==> config.mk <==
export PLATFORM = sky130hd
export DESIGN_NAME = touch_gesture_classifier_core_flat
export DESIGN_NICKNAME = d
export VERILOG_FILES = /design/src/rtl/core/tgc_pkg.sv /design/src/rtl/core/tgc_if.sv /design/src/rtl/core/touch_gesture_classifier_core.sv /design/src/rtl/core/tgc_ctrl.sv /design/src/rtl/core/tgc_datapath.sv /design/src/flat_wrapper.sv
export SDC_FILE = /design/constraint.sdc
export NUM_CORES = 2
export LEC_CHECK = 0
export BUFFER_PORTS_ARGS = -buffer_cell sky130_fd_sc_hd__buf_4
export CAP_MARGIN = 10
export CORE_MARGIN = 8
export CORE_UTILIZATION = 59
export CTS_CLUSTER_DIAMETER = 80
export DETAILED_ROUTE_END_ITERATION = 6
export GPL_TIMING_DRIVEN = 0
export HOLD_SLACK_MARGIN = 0.06
export PLACE_DENSITY = 0.82
export SETUP_SLACK_MARGIN = 0.4
export SYNTH_ARGS = -nofsm -noshare
export SYNTH_HDL_FRONTEND = slang
export SYNTH_HIERARCHICAL = 1
export SYNTH_SLANG_ARGS = --single-unit
export TNS_END_PERCENT = 10
==> constraint.sdc <==
create_clock -name clk -period 11 [get_ports clk]
set_input_delay 0 -clock clk [delete_from_list [all_inputs] [get_ports clk]]
set_output_delay 0 -clock clk [all_outputs]
set_load 0.005 [all_outputs]
==> src/rtl/core/tgc_pkg.sv <==
package tgc_pkg;

    localparam int COORD_BITS_DEF = 12;
    localparam int TOP_ZONE_DEF = 80;
    localparam int BOTTOM_ZONE_DEF = 80;

    // configuration register indexes
    localparam logic [2:0] REG_SCREEN_W = 3'd0;
    localparam logic [2:0] REG_SCREEN_H = 3'd1;
    localparam logic [2:0] REG_EDGE_W = 3'd2;
    localparam logic [2:0] REG_SWIPE_DIST = 3'd3;
    localparam logic [2:0] REG_TAP_DIST = 3'd4;
    localparam logic [2:0] REG_SWIPE_SPEED = 3'd5;
    localparam logic [2:0] REG_LONG_MS = 3'd6;
    localparam logic [2:0] REG_DTAP_MS = 3'd7;

    // gesture codes
    localparam logic [2:0] G_TAP = 3'd0;
    localparam logic [2:0] G_DTAP = 3'd1;
    localparam logic [2:0] G_LONG = 3'd2;
    localparam logic [2:0] G_UP = 3'd3;
    localparam logic [2:0] G_DOWN = 3'd4;
    localparam logic [2:0] G_LEFT = 3'd5;
    localparam logic [2:0] G_RIGHT = 3'd6;

    // zone codes
    localparam logic [2:0] Z_TOP = 3'd0;
    localparam logic [2:0] Z_BOTTOM = 3'd1;
    localparam logic [2:0] Z_LEFT = 3'd2;
    localparam logic [2:0] Z_RIGHT = 3'd3;
    localparam logic [2:0] Z_MIDDLE = 3'd4;

    // controller to datapath commands
    typedef struct packed {
        logic capture;     // latch the input item for the front checks
        logic flush;       // move the timed-out held tap into the result
        logic root_start;  // load the square root unit
        logic root_step;   // one square root iteration
        logic div_start;   // load the divider
        logic div_step;    // one divider iteration
        logic finish;      // classify and update state
    } tgc_cmd_t;

    // datapath to controller status
    typedef struct packed {
        logic timeout;     // held tap timed out
        logic do_release;  // a release with active contact
        logic root_done;
        logic div_done;
        logic emit;        // finish produced a result item
    } tgc_stat_t;

endpackage

==> src/rtl/core/tgc_if.sv <==
interface tgc_in_if #(parameter int COORD_BITS = 12);
    logic valid;
    logic ready;
    logic [31:0] now_ms;
    logic contact_present;
    logic press_edge;
    logic release_edge;
    logic [COORD_BITS-1:0] touch_x;
    logic [COORD_BITS-1:0] touch_y;
    modport source (output valid, now_ms, contact_present, press_edge, release_edge,
                    touch_x, touch_y, input ready);
    modport sink (input valid, now_ms, contact_present, press_edge, release_edge,
                  touch_x, touch_y, output ready);
endinterface

interface tgc_out_if #(parameter int COORD_BITS = 12);
    logic valid;
    logic ready;
    logic [2:0] gesture_kind;
    logic [COORD_BITS-1:0] begin_x;
    logic [COORD_BITS-1:0] begin_y;
    logic [COORD_BITS-1:0] finish_x;
    logic [COORD_BITS-1:0] finish_y;
    logic [31:0] hold_ms;
    logic [2:0] zone;
    logic [15:0] speed_q8;
    modport source (output valid, gesture_kind, begin_x, begin_y, finish_x, finish_y,
                    hold_ms, zone, speed_q8, input ready);
    modport sink (input valid, gesture_kind, begin_x, begin_y, finish_x, finish_y,
                  hold_ms, zone, speed_q8, output ready);
endinterface

==> src/rtl/core/touch_gesture_classifier_core.sv <==
// order: a timed-out held tap is flushed to the output from the check state; a sample with
// no result returns to idle after the check; a release runs the check, root, divide, finish
// and emit states, with the bit-serial square root (COORD_BITS+1 steps) and divider (COORD_BITS+9 steps)
// throughput: one item at a time; the next item is taken once any result item has left
// reset: asynchronous active low; config to defaults, gesture state cleared
module touch_gesture_classifier_core
    import tgc_pkg::*;
#(
    parameter int COORD_BITS = COORD_BITS_DEF,
    parameter int TOP_ZONE_HEIGHT = TOP_ZONE_DEF,
    parameter int BOTTOM_ZONE_HEIGHT = BOTTOM_ZONE_DEF
)
(
    input  logic        clk,
    input  logic        rst_n,
    input  logic        cfg_we,
    input  logic [2:0]  cfg_index,
    input  logic [15:0] cfg_data,
    tgc_in_if.sink      in_ch,
    tgc_out_if.source   out_ch
);

    tgc_cmd_t  cmd;
    tgc_stat_t stat;
    logic      out_load;
    logic      out_valid_reg;

    logic [2:0]            r_kind, r_zone;
    logic [COORD_BITS-1:0] r_bx, r_by, r_fx, r_fy;
    logic [31:0]           r_hold;
    logic [15:0]           r_speed;

    tgc_ctrl u_ctrl (
        .clk      (clk),
        .rst_n    (rst_n),
        .in_valid (in_ch.valid),
        .in_ready (in_ch.ready),
        .out_busy (out_valid_reg),
        .out_load (out_load),
        .cmd      (cmd),
        .stat     (stat)
    );

    tgc_datapath #(
        .COORD_BITS         (COORD_BITS),
        .TOP_ZONE_HEIGHT    (TOP_ZONE_HEIGHT),
        .BOTTOM_ZONE_HEIGHT (BOTTOM_ZONE_HEIGHT)
    ) u_dp (
        .clk             (clk),
        .rst_n           (rst_n),
        .cfg_we          (cfg_we),
        .cfg_index       (cfg_index),
        .cfg_data        (cfg_data),
        .now_ms          (in_ch.now_ms),
        .contact_present (in_ch.contact_present),
        .press_edge      (in_ch.press_edge),
        .release_edge    (in_ch.release_edge),
        .touch_x         (in_ch.touch_x),
        .touch_y         (in_ch.touch_y),
        .cmd             (cmd),
        .stat            (stat),
        .r_kind          (r_kind),
        .r_bx            (r_bx),
        .r_by            (r_by),
        .r_fx            (r_fx),
        .r_fy            (r_fy),
        .r_hold          (r_hold),
        .r_zone          (r_zone),
        .r_speed         (r_speed)
    );

    // output valid; payload is held in the datapath result registers
    always_ff @(posedge clk or negedge rst_n)
    begin
        if (!rst_n)
            out_valid_reg <= 1'b0;
        else if (out_load)
            out_valid_reg <= 1'b1;
        else if (out_ch.ready)
            out_valid_reg <= 1'b0;
    end

    assign out_ch.valid = out_valid_reg;
    assign out_ch.gesture_kind = r_kind;
    assign out_ch.begin_x = r_bx;
    assign out_ch.begin_y = r_by;
    assign out_ch.finish_x = r_fx;
    assign out_ch.finish_y = r_fy;
    assign out_ch.hold_ms = r_hold;
    assign out_ch.zone = r_zone;
    assign out_ch.speed_q8 = r_speed;

endmodule

==> src/rtl/core/tgc_ctrl.sv <==
module tgc_ctrl
    import tgc_pkg::*;
(
    input  logic      clk,
    input  logic      rst_n,
    input  logic      in_valid,
    output logic      in_ready,
    input  logic      out_busy,
    output logic      out_load,
    output tgc_cmd_t  cmd,
    input  tgc_stat_t stat
);

    typedef enum logic [5:0] {
        S_IDLE  = 6'b000001,
        S_CHECK = 6'b000010,
        S_ROOT  = 6'b000100,
        S_DIV   = 6'b001000,
        S_FIN   = 6'b010000,
        S_EMIT  = 6'b100000
    } state_t;

    state_t state_reg, state_next;

    // accept only in idle and when the output register is free
    assign in_ready = (state_reg == S_IDLE) && !out_busy;

    always_comb
    begin
        state_next = state_reg;
        cmd = '0;
        out_load = 1'b0;
        unique case (state_reg)
            S_IDLE:
            begin
                if (in_valid && in_ready)
                begin
                    cmd.capture = 1'b1;
                    state_next = S_CHECK;
                end
            end
            S_CHECK:
            begin
                if (stat.timeout)
                begin
                    cmd.flush = 1'b1;
                    out_load = 1'b1;
                    state_next = S_IDLE;
                end
                else if (stat.do_release)
                begin
                    cmd.root_start = 1'b1;
                    state_next = S_ROOT;
                end
                else
                begin
                    cmd.finish = 1'b1;
                    state_next = S_IDLE;
                end
            end
            S_ROOT:
            begin
                cmd.root_step = 1'b1;
                if (stat.root_done)
                begin
                    cmd.root_step = 1'b0;
                    cmd.div_start = 1'b1;
                    state_next = S_DIV;
                end
            end
            S_DIV:
            begin
                cmd.div_step = 1'b1;
                if (stat.div_done)
                begin
                    cmd.div_step = 1'b0;
                    state_next = S_FIN;
                end
            end
            S_FIN:
            begin
                cmd.finish = 1'b1;
                state_next = S_EMIT;
            end
            S_EMIT:
            begin
                out_load = stat.emit;
                state_next = S_IDLE;
            end
            default: state_next = S_IDLE;
        endcase
    end

    always_ff @(posedge clk or negedge rst_n)
    begin
        if (!rst_n)
            state_reg <= S_IDLE;
        else
            state_reg <= state_next;
    end

endmodule

==> src/rtl/core/tgc_datapath.sv <==
module tgc_datapath
    import tgc_pkg::*;
#(
    parameter int COORD_BITS = COORD_BITS_DEF,
    parameter int TOP_ZONE_HEIGHT = TOP_ZONE_DEF,
    parameter int BOTTOM_ZONE_HEIGHT = BOTTOM_ZONE_DEF
)
(
    input  logic                  clk,
    input  logic                  rst_n,
    input  logic                  cfg_we,
    input  logic [2:0]            cfg_index,
    input  logic [15:0]           cfg_data,
    input  logic [31:0]           now_ms,
    input  logic                  contact_present,
    input  logic                  press_edge,
    input  logic                  release_edge,
    input  logic [COORD_BITS-1:0] touch_x,
    input  logic [COORD_BITS-1:0] touch_y,
    input  tgc_cmd_t              cmd,
    output tgc_stat_t             stat,
    output logic [2:0]            r_kind,
    output logic [COORD_BITS-1:0] r_bx,
    output logic [COORD_BITS-1:0] r_by,
    output logic [COORD_BITS-1:0] r_fx,
    output logic [COORD_BITS-1:0] r_fy,
    output logic [31:0]           r_hold,
    output logic [2:0]            r_zone,
    output logic [15:0]           r_speed
);

    localparam int CB = COORD_BITS;
    localparam int SQ = 2 * CB + 1;          // width of dx*dx+dy*dy
    localparam int RB = CB + 1;              // width of the root
    localparam int RSTEPS = (SQ + 1) / 2;
    localparam int RCW = $clog2(RSTEPS + 1);
    localparam int NB = RB + 8;              // dividend width
    localparam int DCW = $clog2(NB + 1);
    localparam int ZW = 18;                  // signed zone compare width

    // configuration registers
    logic [11:0] scr_w_reg, scr_h_reg, edge_w_reg;
    logic [12:0] swipe_dist_reg;
    logic [10:0] tap_dist_reg;
    logic [15:0] swipe_speed_reg, long_ms_reg, dtap_ms_reg;

    always_ff @(posedge clk or negedge rst_n)
    begin
        if (!rst_n)
        begin
            scr_w_reg <= 12'd540;
            scr_h_reg <= 12'd960;
            edge_w_reg <= 12'd60;
            swipe_dist_reg <= 13'd50;
            tap_dist_reg <= 11'd20;
            swipe_speed_reg <= 16'd77;
            long_ms_reg <= 16'd800;
            dtap_ms_reg <= 16'd300;
        end
        else if (cfg_we)
        begin
            unique case (cfg_index)
                REG_SCREEN_W:    scr_w_reg <= cfg_data[11:0];
                REG_SCREEN_H:    scr_h_reg <= cfg_data[11:0];
                REG_EDGE_W:      edge_w_reg <= cfg_data[11:0];
                REG_SWIPE_DIST:  swipe_dist_reg <= cfg_data[12:0];
                REG_TAP_DIST:    tap_dist_reg <= cfg_data[10:0];
                REG_SWIPE_SPEED: swipe_speed_reg <= cfg_data;
                REG_LONG_MS:     long_ms_reg <= cfg_data;
                REG_DTAP_MS:     dtap_ms_reg <= cfg_data;
                default: ;
            endcase
        end
    end

    // gesture state
    logic          active_reg;
    logic [CB-1:0] px_reg, py_reg, lx_reg, ly_reg, tx_reg, ty_reg;
    logic [31:0]   ptime_reg, ttime_reg;
    logic          pend_reg;

    // captured item
    logic [31:0]   now_reg;
    logic          pres_reg, prs_reg, rel_reg;
    logic [CB-1:0] x_reg, y_reg;

    // working registers
    logic [SQ-1:0] rv_reg;
    logic [SQ:0]   rres_reg, rbit_reg;
    logic [RCW-1:0] rcnt_reg;
    logic [NB-1:0] dq_reg;
    logic [31:0]   drem_reg;
    logic [DCW-1:0] dcnt_reg;
    logic          emit_reg;

    // effective start / latest after the sample's press/move
    logic          new_press;
    logic [CB-1:0] sx, sy, ex, ey;
    logic [31:0]   st;
    assign new_press = prs_reg && !active_reg;
    assign sx = new_press ? x_reg : px_reg;
    assign sy = new_press ? y_reg : py_reg;
    assign ex = x_reg;
    assign ey = y_reg;
    assign st = new_press ? now_reg : ptime_reg;

    logic [31:0] tdiff, dur;
    assign tdiff = now_reg - ttime_reg;
    assign dur = now_reg - st;
    assign stat.timeout = pend_reg && (tdiff > {16'd0, dtap_ms_reg});
    assign stat.do_release = pres_reg && rel_reg && (active_reg || prs_reg);
    assign stat.root_done = (rcnt_reg == '0);
    assign stat.div_done = (dcnt_reg == '0);
    assign stat.emit = emit_reg;

    // displacement
    logic signed [CB:0] dxs, dys;
    logic [CB-1:0] adx, ady;
    assign dxs = $signed({1'b0, ex}) - $signed({1'b0, sx});
    assign dys = $signed({1'b0, ey}) - $signed({1'b0, sy});
    assign adx = dxs[CB] ? CB'(-dxs) : dxs[CB-1:0];
    assign ady = dys[CB] ? CB'(-dys) : dys[CB-1:0];

    // zone of a point
    function automatic logic [2:0] zone_f(input logic [CB-1:0] zx, input logic [CB-1:0] zy,
                                         input logic [11:0] sw, input logic [11:0] sh,
                                         input logic [11:0] ew);
        logic signed [ZW-1:0] fx, fy, bh, rw;
        fx = ZW'(zx);
        fy = ZW'(zy);
        bh = $signed(ZW'(sh)) - $signed(ZW'(BOTTOM_ZONE_HEIGHT));
        rw = $signed(ZW'(sw)) - $signed(ZW'(ew));
        if (fy < $signed(ZW'(TOP_ZONE_HEIGHT))) return Z_TOP;
        if (fy > bh) return Z_BOTTOM;
        if (fx < $signed(ZW'(ew))) return Z_LEFT;
        if (fx > rw) return Z_RIGHT;
        return Z_MIDDLE;
    endfunction

    // square root step
    logic [SQ:0] rsum;
    assign rsum = rres_reg + rbit_reg;
    // divider step (restoring, one quotient bit a cycle)
    logic [32:0] dshift;
    logic [32:0] dtrial;
    assign dshift = {drem_reg, dq_reg[NB-1]};
    assign dtrial = dshift - {1'b0, dur};

    logic [RB-1:0] travel;
    assign travel = rres_reg[RB-1:0];

    // classification
    logic [NB-1:0] dist256;
    logic [47:0]   spd_prod;
    logic          swipe, is_tap, lim_ok;
    logic [15:0]   speed;
    logic [12:0]   lim3;
    logic [CB-1:0] ptx, pty;
    assign dist256 = {travel, 8'd0};
    assign spd_prod = 48'(swipe_speed_reg) * 48'(dur);
    assign swipe = (32'(travel) >= 32'(swipe_dist_reg))
                   && !(dur != 0 && 48'(dist256) < spd_prod);
    assign is_tap = 32'(travel) < 32'(tap_dist_reg);
    assign speed = (dur == 0) ? 16'd0 : ((|dq_reg[NB-1:16]) ? 16'hFFFF : dq_reg[15:0]);
    assign lim3 = 13'(tap_dist_reg) * 13'd3;
    assign ptx = (ex >= tx_reg) ? ex - tx_reg : tx_reg - ex;
    assign pty = (ey >= ty_reg) ? ey - ty_reg : ty_reg - ey;
    assign lim_ok = (32'(ptx) < 32'(lim3)) && (32'(pty) < 32'(lim3));

    always_ff @(posedge clk or negedge rst_n)
    begin
        if (!rst_n)
        begin
            active_reg <= 1'b0;
            pend_reg <= 1'b0;
            px_reg <= '0; py_reg <= '0; lx_reg <= '0; ly_reg <= '0;
            tx_reg <= '0; ty_reg <= '0;
            ptime_reg <= '0; ttime_reg <= '0;
            rv_reg <= '0; rres_reg <= '0; rbit_reg <= '0;
            rcnt_reg <= '0;
            dq_reg <= '0; drem_reg <= '0;
            dcnt_reg <= '0;
            emit_reg <= 1'b0;
            r_kind <= G_TAP;
            r_bx <= '0; r_by <= '0; r_fx <= '0; r_fy <= '0;
            r_hold <= '0; r_zone <= Z_TOP; r_speed <= '0;
        end
        else
        begin
            if (cmd.capture)
                emit_reg <= 1'b0;
            if (cmd.root_start)
            begin
                rv_reg <= SQ'(adx) * SQ'(adx) + SQ'(ady) * SQ'(ady);
                rres_reg <= '0;
                rbit_reg <= (SQ+1)'(1) << (2 * (RSTEPS - 1));
                rcnt_reg <= RCW'(RSTEPS);
            end
            if (cmd.root_step)
            begin
                if ((SQ+1)'(rv_reg) >= rsum)
                begin
                    rv_reg <= SQ'((SQ+1)'(rv_reg) - rsum);
                    rres_reg <= (rres_reg >> 1) + rbit_reg;
                end
                else
                    rres_reg <= rres_reg >> 1;
                rbit_reg <= rbit_reg >> 2;
                rcnt_reg <= rcnt_reg - 1'b1;
            end
            if (cmd.div_start)
            begin
                dq_reg <= dist256;
                drem_reg <= '0;
                dcnt_reg <= DCW'(NB);
            end
            if (cmd.div_step)
            begin
                if (!dtrial[32])
                begin
                    drem_reg <= dtrial[31:0];
                    dq_reg <= {dq_reg[NB-2:0], 1'b1};
                end
                else
                begin
                    drem_reg <= dshift[31:0];
                    dq_reg <= {dq_reg[NB-2:0], 1'b0};
                end
                dcnt_reg <= dcnt_reg - 1'b1;
            end
            if (cmd.finish)
            begin
                if (!pres_reg)
                    active_reg <= 1'b0;
                else if (!stat.do_release)
                begin
                    if (new_press)
                    begin
                        active_reg <= 1'b1;
                        px_reg <= x_reg; py_reg <= y_reg;
                        ptime_reg <= now_reg;
                    end
                    if (new_press || active_reg)
                    begin
                        lx_reg <= x_reg; ly_reg <= y_reg;
                    end
                end
                else
                begin
                    active_reg <= 1'b0;
                    px_reg <= sx; py_reg <= sy; ptime_reg <= st;
                    lx_reg <= ex; ly_reg <= ey;
                    r_bx <= sx; r_by <= sy; r_fx <= ex; r_fy <= ey;
                    r_hold <= dur;
                    r_zone <= zone_f(sx, sy, scr_w_reg, scr_h_reg, edge_w_reg);
                    r_speed <= speed;
                    if (swipe)
                    begin
                        pend_reg <= 1'b0;
                        emit_reg <= 1'b1;
                        if (adx > ady)
                            r_kind <= dxs[CB] ? G_LEFT : G_RIGHT;
                        else
                            r_kind <= (!dys[CB] && dys != 0) ? G_DOWN : G_UP;
                    end
                    else if (is_tap)
                    begin
                        if (32'(dur) >= 32'(long_ms_reg))
                        begin
                            pend_reg <= 1'b0;
                            emit_reg <= 1'b1;
                            r_kind <= G_LONG;
                        end
                        else if (pend_reg && lim_ok)
                        begin
                            pend_reg <= 1'b0;
                            emit_reg <= 1'b1;
                            r_kind <= G_DTAP;
                        end
                        else
                        begin
                            if (pend_reg)
                            begin
                                emit_reg <= 1'b1;
                                r_kind <= G_TAP;
                                r_bx <= tx_reg; r_by <= ty_reg;
                                r_fx <= tx_reg; r_fy <= ty_reg;
                                r_hold <= '0;
                                r_speed <= '0;
                                r_zone <= zone_f(tx_reg, ty_reg, scr_w_reg, scr_h_reg,
                                                 edge_w_reg);
                            end
                            pend_reg <= 1'b1;
                            tx_reg <= ex; ty_reg <= ey;
                            ttime_reg <= now_reg;
                        end
                    end
                end
            end
            else if (cmd.flush)
            begin
                // timeout flushes the held tap directly into the result
                pend_reg <= 1'b0;
                r_kind <= G_TAP;
                r_bx <= tx_reg; r_by <= ty_reg; r_fx <= tx_reg; r_fy <= ty_reg;
                r_hold <= '0; r_speed <= '0;
                r_zone <= zone_f(tx_reg, ty_reg, scr_w_reg, scr_h_reg, edge_w_reg);
            end
        end
    end

    // item capture
    always_ff @(posedge clk)
    begin
        if (cmd.capture)
        begin
            now_reg <= now_ms;
            pres_reg <= contact_present;
            prs_reg <= press_edge;
            rel_reg <= release_edge;
            x_reg <= touch_x;
            y_reg <= touch_y;
        end
    end

endmodule
==> src/flat_wrapper.sv <==
// flat-port wrapper written by rule: the top's interface ports become plain ports
module touch_gesture_classifier_core_flat import tgc_pkg::*;
#(
    parameter int COORD_BITS = COORD_BITS_DEF,
    parameter int TOP_ZONE_HEIGHT = TOP_ZONE_DEF,
    parameter int BOTTOM_ZONE_HEIGHT = BOTTOM_ZONE_DEF
)
  (clk, rst_n, cfg_we, cfg_index, cfg_data, in_ch_valid, in_ch_now_ms, in_ch_contact_present, in_ch_press_edge, in_ch_release_edge, in_ch_touch_x, in_ch_touch_y, in_ch_ready, out_ch_valid, out_ch_gesture_kind, out_ch_begin_x, out_ch_begin_y, out_ch_finish_x, out_ch_finish_y, out_ch_hold_ms, out_ch_zone, out_ch_speed_q8, out_ch_ready);
  tgc_in_if #(.COORD_BITS(COORD_BITS)) in_ch_i ();
  tgc_out_if #(.COORD_BITS(COORD_BITS)) out_ch_i ();
  input  logic clk;
  input  logic rst_n;
  input  logic cfg_we;
  input  logic [2:0] cfg_index;
  input  logic [15:0] cfg_data;
  input wire logic [$bits(in_ch_i.valid)-1:0] in_ch_valid;
  input wire logic [$bits(in_ch_i.now_ms)-1:0] in_ch_now_ms;
  input wire logic [$bits(in_ch_i.contact_present)-1:0] in_ch_contact_present;
  input wire logic [$bits(in_ch_i.press_edge)-1:0] in_ch_press_edge;
  input wire logic [$bits(in_ch_i.release_edge)-1:0] in_ch_release_edge;
  input wire logic [$bits(in_ch_i.touch_x)-1:0] in_ch_touch_x;
  input wire logic [$bits(in_ch_i.touch_y)-1:0] in_ch_touch_y;
  output wire logic [$bits(in_ch_i.ready)-1:0] in_ch_ready;
  output wire logic [$bits(out_ch_i.valid)-1:0] out_ch_valid;
  output wire logic [$bits(out_ch_i.gesture_kind)-1:0] out_ch_gesture_kind;
  output wire logic [$bits(out_ch_i.begin_x)-1:0] out_ch_begin_x;
  output wire logic [$bits(out_ch_i.begin_y)-1:0] out_ch_begin_y;
  output wire logic [$bits(out_ch_i.finish_x)-1:0] out_ch_finish_x;
  output wire logic [$bits(out_ch_i.finish_y)-1:0] out_ch_finish_y;
  output wire logic [$bits(out_ch_i.hold_ms)-1:0] out_ch_hold_ms;
  output wire logic [$bits(out_ch_i.zone)-1:0] out_ch_zone;
  output wire logic [$bits(out_ch_i.speed_q8)-1:0] out_ch_speed_q8;
  input wire logic [$bits(out_ch_i.ready)-1:0] out_ch_ready;
  assign in_ch_i.valid = in_ch_valid;
  assign in_ch_i.now_ms = in_ch_now_ms;
  assign in_ch_i.contact_present = in_ch_contact_present;
  assign in_ch_i.press_edge = in_ch_press_edge;
  assign in_ch_i.release_edge = in_ch_release_edge;
  assign in_ch_i.touch_x = in_ch_touch_x;
  assign in_ch_i.touch_y = in_ch_touch_y;
  assign in_ch_ready = in_ch_i.ready;
  assign out_ch_valid = out_ch_i.valid;
  assign out_ch_gesture_kind = out_ch_i.gesture_kind;
  assign out_ch_begin_x = out_ch_i.begin_x;
  assign out_ch_begin_y = out_ch_i.begin_y;
  assign out_ch_finish_x = out_ch_i.finish_x;
  assign out_ch_finish_y = out_ch_i.finish_y;
  assign out_ch_hold_ms = out_ch_i.hold_ms;
  assign out_ch_zone = out_ch_i.zone;
  assign out_ch_speed_q8 = out_ch_i.speed_q8;
  assign out_ch_i.ready = out_ch_ready;
  touch_gesture_classifier_core #(.COORD_BITS(COORD_BITS), .TOP_ZONE_HEIGHT(TOP_ZONE_HEIGHT), .BOTTOM_ZONE_HEIGHT(BOTTOM_ZONE_HEIGHT)) u_core (.clk(clk), .rst_n(rst_n), .cfg_we(cfg_we), .cfg_index(cfg_index), .cfg_data(cfg_data), .in_ch(in_ch_i), .out_ch(out_ch_i));
endmodule
After elaboration in Yosys (flattened, before gate mapping)
Index checks and enable logic that the tools add are counted.
{"block": "word_totals", "in_bits": 83, "regBits": 530}
{"block": "classes", "n_mul": 4, "n_bitwise": 3, "eq_ne": 21, "order_cmp": 19, "mux": 243, "n_addsub": 19, "n_reduce_logical": 42}
{"operator": "two-way mux 12 bit", "count": 40}
{"operator": "two-way mux 32 bit", "count": 13}
{"operator": "two-way mux 16 bit", "count": 11}
{"operator": "two-way mux 3 bit", "count": 44}
{"operator": "two-way mux 26 bit", "count": 5}
{"operator": "two-way mux 1 bit", "count": 110}
{"operator": "two-way mux 25 bit", "count": 3}
{"operator": "nonzero test 32 bit", "count": 2}
{"operator": "subtractor 32 bit", "count": 2}
{"operator": "> comparator 13 bit", "count": 4}
{"operator": "< comparator 21 x 48 -> 1 bit", "count": 1}
{"operator": "multiplier 12 x 12 -> 24 bit", "count": 2}
{"operator": "multiplier 16 x 32 -> 48 bit", "count": 1}
{"operator": "subtractor 12 bit", "count": 4}
{"operator": "two-way mux 21 bit", "count": 2}
{"operator": "subtractor 12 x 12 -> 13 bit", "count": 3}
{"operator": "subtractor 33 x 32 -> 33 bit", "count": 1}
{"operator": "greater-or-equal comparator 32 x 16 -> 1 bit", "count": 1}
{"operator": "> comparator 32 x 16 -> 1 bit", "count": 1}
{"operator": "zero test 32 bit", "count": 1}
{"operator": "one-hot mux 6 bit (5 select lines)", "count": 1}
{"operator": "adder 25 x 26 -> 26 bit", "count": 1}
{"operator": "adder 26 bit", "count": 1}
{"operator": "greater-or-equal comparator 25 x 26 -> 1 bit", "count": 1}
{"operator": "47 further kinds", "count": 96}

Depth between registers and ports, before layout
{"block": "depth", "depth_word": 55, "ltp_mapped": 54, "mapped_depth_nobuf": 46}

By module
The synthesis kept the hierarchy.
{"module": "tgc_datapath", "area_each_um2": 62344.8, "instances": 1, "seq_area_each_um2": 13092.6, "cells_each": 6959}
{"module": "tgc_ctrl", "area_each_um2": 399.1, "instances": 1, "seq_area_each_um2": 151.4, "cells_each": 47}
{"module": "touch_gesture_classifier_core", "area_each_um2": 36.3, "instances": 1, "seq_area_each_um2": 25.0, "cells_each": 3}

Worst setup path before layout
No wires, ideal clock.
{"block": "synth_path", "path_kind": "flip-flop to flip-flop", "from": "register u_core.u_dp.prs_reg", "to": "register u_core.u_dp.ttime_reg[16]", "n_path_buf": 9, "setup_time_ns": 0.125, "t_arrival_ns": 11.715, "setup_slack_ns": -0.840, "stages_incl_launch_ff": 53, "cell_sequence": "edfxtp_1 -> nand2b_1 -> buf_4 -> buf_6 -> clkbuf_1 -> buf_1 -> buf_1 -> o21ai_0 -> ha_1 -> inv_1 -> nand2_1 -> o221ai_2 -> nand2_1 -> o211ai_1 -> a31oi_1 -> o21ai_0 -> o211a_1 -> clkbuf_1 -> [... 17 more ...] -> a21oi_1 -> xor2_1 -> ha_1 -> nand3_1 -> nor2_1 -> nand3_1 -> or4_1 -> o211ai_1 -> or4b_1 -> nor4_1 -> nand4b_1 -> nor4_1 -> o2111a_1 -> a31oi_1 -> o2111ai_1 -> buf_4 -> buf_6 -> mux2_4"}
{"block": "synth_via", "elab_chain_cells": 10, "elab_cells_between_ends": 18}
{"item": "start, declared", "line_no": "tgc_datapath.sv:84", "rtl": "logic pres_reg, prs_reg, rel_reg;"}
{"item": "start signal, assigned", "line_no": "tgc_datapath.sv:319", "rtl": "prs_reg <= press_edge;"}
{"item": "logical AND 1 bit (*)", "line_no": "tgc_datapath.sv:100", "rtl": "assign new_press = prs_reg && !active_reg;"}
{"item": "two-way mux 32 bit (*)"}
{"item": "named net u_core.u_dp.st[0]", "line_no": "tgc_datapath.sv:99", "rtl": "logic [31:0] st;"}
{"item": "subtractor 32 bit (*)", "line_no": "tgc_datapath.sv:109", "rtl": "assign dur = now_reg - st;"}
{"item": "multiplier 16 x 32 -> 48 bit", "line_no": "tgc_datapath.sv:160", "rtl": "assign spd_prod = 48'(swipe_speed_reg) * 48'(dur);"}
{"item": "< comparator 21 x 48 -> 1 bit", "line_no": "tgc_datapath.sv:162", "rtl": "&& !(dur != 0 && 48'(dist256) < spd_prod);"}
{"item": "logical AND 1 bit", "line_no": "tgc_datapath.sv:162"}
{"item": "zero test 1 bit", "line_no": "tgc_datapath.sv:162"}
{"item": "logical AND 1 bit", "line_no": "tgc_datapath.sv:162"}
{"item": "inverter 1 bit (no line)"}
{"item": "AND reduction 7 bit (no line) (*)"}
{"item": "end signal, assigned", "line_no": "tgc_datapath.sv:295", "rtl": "ttime_reg <= now_reg;"}
{"item": "end, declared", "line_no": "tgc_datapath.sv:79", "rtl": "logic [31:0] ptime_reg, ttime_reg;"}
The timed path passes the listed nets; every way through them passes the cells marked *.
A chain may end at the register's enable or synchronous reset.

Worst setup path in the final report
{"block": "layout_path", "from": "register u_core.u_dp.prs_reg", "to": "register u_core.u_dp.ttime_reg[6]"}
The elaborated chain is that of the path after synthesis.

==> impl_metrics.env <==
export IMPL_ios=187
export IMPL_die_w_um=342.2
export IMPL_hold_class="in -> reg"
export IMPL_firstDrtPassIters=7
export IMPL_max_stage_delay_ns=0.59
export IMPL_post_route_drc_count=16
export IMPL_status="complete, but fails checks"
export IMPL_grt_pass1_vias=56652
export IMPL_pre_cts_slack_ns=-3.035
export IMPL_start_util=0.5955
export IMPL_wirelength_um=210400
export IMPL_slew_headroom=0.1682
export IMPL_drv_cap=0
export IMPL_core_region_area_um2=105400
export IMPL_fmax_mhz=83.03
export IMPL_hold_path_depth=2
export IMPL_critPathSlowestCell="fa_1"
export IMPL_ys_async_sr_fraction=0.8859
export IMPL_failed_checks="design-rule violations, negative setup slack"
export IMPL_place_hpwl_um=160600
export IMPL_place_congestion=1.007
export IMPL_ys_types=100
export IMPL_ys_flop_type="dfrtp_1"
export IMPL_synth_area_leaders="fa_1 (20%), dfrtp_1 (17%), ha_1 (13%)"
export IMPL_clk_pin_slew_ns=0.07
export IMPL_syn2layout_area_growth_pct=15.79
export IMPL_final_cell_count_no_fill=8938
export IMPL_slew_viol_final=0
export IMPL_drtAntennaViolNets=0
export IMPL_finClkSkew_ns=0.02487
export IMPL_finalCritPeriodShare=1.095
export IMPL_layout_drive_gt1_share=0.1228
export IMPL_ys_warn_count=6
export IMPL_detail_route_iter0_violations=6195
export IMPL_cp_required_ns=11.57
export IMPL_rr_worst_depth=59
export IMPL_grt_pass1_wl_um=321500
export IMPL_finalHoldViolations=0
export IMPL_syn_nets=8359
export IMPL_grt_max_degree=118
export IMPL_rows=119
export IMPL_fin_nets=8838
export IMPL_vias=56006
export IMPL_mostFrequentLayoutCells="inv_1 (1,004), nand2_1 (698), ha_1 (627)"
export IMPL_root_buffer="clkbuf_16"
export IMPL_period_minus_slack_ns=12.04
export IMPL_overflow=0
export IMPL_synth_seq_cells=517
export IMPL_cts_sinks=517
export IMPL_dieArea_um2=117100
export IMPL_setup_violations=151
export IMPL_syn_area_um2=62780
export IMPL_placed_cells=8589
export IMPL_path_class="reg -> reg"
export IMPL_routedWlPerCell_um=23.54
export IMPL_cp_end_kind="flop"
export IMPL_rsz0062_at_grt="yes"
export IMPL_ys_seq_area_frac=0.2114
export IMPL_cp_max_fo=10
export IMPL_cts_path_max_buffers=3
export IMPL_critPathArrivalTime_ns=12.61
export IMPL_syn_mean_instance_area_um2=8.957
export IMPL_start_kind="flop"
export IMPL_track_usage=0.3508
export IMPL_cts_buffers=66
export IMPL_cts_tree="done"
export IMPL_yosys_area_top_type="fa_1"
export IMPL_syn_inst=7009
export IMPL_insertion_delay_ns=0.66
export IMPL_h_tree_depth=3
export IMPL_worst_slew_pin_slew_ns=1.248
export IMPL_post_route_util=0.6896
export IMPL_port_buffers=182
export IMPL_yosysTopAreaCellShare=0.2003
export IMPL_layout_commonest_cell="inv_1"
export IMPL_via_per_inst=6.266
export IMPL_synth_edf_count=59
export IMPL_die_h_um=342.2
export IMPL_fin_ws_ns=-1.044
export IMPL_grt_antenna_before_repair=4
per-stage QoR:
step / instance area, um^2 / setup TNS, ns / hold slack, ns
after floorplan: 63250 / 0 / -0.2956
after global placement: 66360 / -380.95 / 0.1782
after detailed placement: 66520 / -405.28 / -0.06801
after CTS: 71920 / -98.11 / 0.06031
after global routing: 72670 / -191.29 / 0.07859
final: 72690 / -130.82 / 0.07015
worst paths after layout:
kind / endpoint / from / slack, ns
max reg2reg: u_core/u_dp/ttime_reg[6]$_DFFE_PN0P_ / u_core/u_dp/prs_reg$_DFFE_PP_ / -1.04
max in group asynchronous: u_core/u_dp/py_reg[5]$_DFFE_PN0P_ / rst_n / 9.37
min reg2reg: u_core/u_dp/py_reg[7]$_DFFE_PN0P_ / u_core/u_dp/py_reg[7]$_DFFE_PN0P_ / 0.48
min: u_core/u_dp/ey[9]$_DFFE_PP_ / in_ch_touch_y[9] / 0.07
max: u_core/u_dp/ttime_reg[6]$_DFFE_PN0P_ / u_core/u_dp/prs_reg$_DFFE_PP_ / -1.04
min in group asynchronous: u_core/u_dp/rres_reg[17]$_DFFE_PN0P_ / rst_n / 0.48
critical path: cells and delay by family (launching register included):
family	cells	cell delay, ns
xor+xnor	2	0.36
mux	1	0.20
fa+ha+maj	10	3.93
simple gates	12	2.26
compound gates	11	1.79
buf+inv	23	2.97
flops	1	0.42
layout make-up:
cell class	count	area (um^2)
Timing Repair Buffer	411	3694
Sequential cell	517	13270
Buffer	308	1936
Fill cell	7968	32730
Antenna cell	7	17.52
Inverter	1014	3824
Clock inverter	32	465.4
Tap cell	1391	1740
Clock buffer	88	1897
Multi-Input combinational cell	5170	45850
synthesized netlist by cell type (93+ instances only):
cell / count
xor2_1: 116
a21o_1: 162
mux2_2: 128
nor3_1: 107
nor2_1: 407
nand2b_1: 93
and2_1: 210
nand3_1: 125
ha_1: 639
dfrtp_1: 429
fa_1: 628
nand2_1: 713
clkbuf_1: 264
o21ai_0: 300
xnor2_1: 155
inv_1: 1009
mux2i_1: 123
a21oi_1: 322
logic make-up (layout without fill, tap and decap cells):
family / after synthesis / after routing / synth area share
compound gates: 1357 / 1357 / 0.1418
xor+xnor: 271 / 271 / 0.03781
fa+ha+maj: 1267 / 1267 / 0.3276
buf+inv: 1322 / 1853 / 0.08010
flops: 517 / 517 / 0.2114
mux: 282 / 282 / 0.04903
other cells: 0 / 7 / 0
simple gates: 1993 / 1993 / 0.1523
routing by layer:
layer	track usage	share of wire	up-vias
li1	-	-	24473
met1	0.4314	0.37	27515
met2	0.5556	0.45	3161
met3	0.09067	0.10	853
met4	0.2114	0.074	4
met5	0	0.00012	-
repair_timing:
item,in CTS,in global routing
hold buffers,114,0
endpoints found under the hold margin,384,0
pin swaps,109,78
gates cloned,3,2
buffers inserted,78,24
resized for setup,281,127
endpoints found under the setup margin,164,159
Power is not shown: default switching activity piles up to over one toggle a cycle in this logic, so the estimate is an artifact.
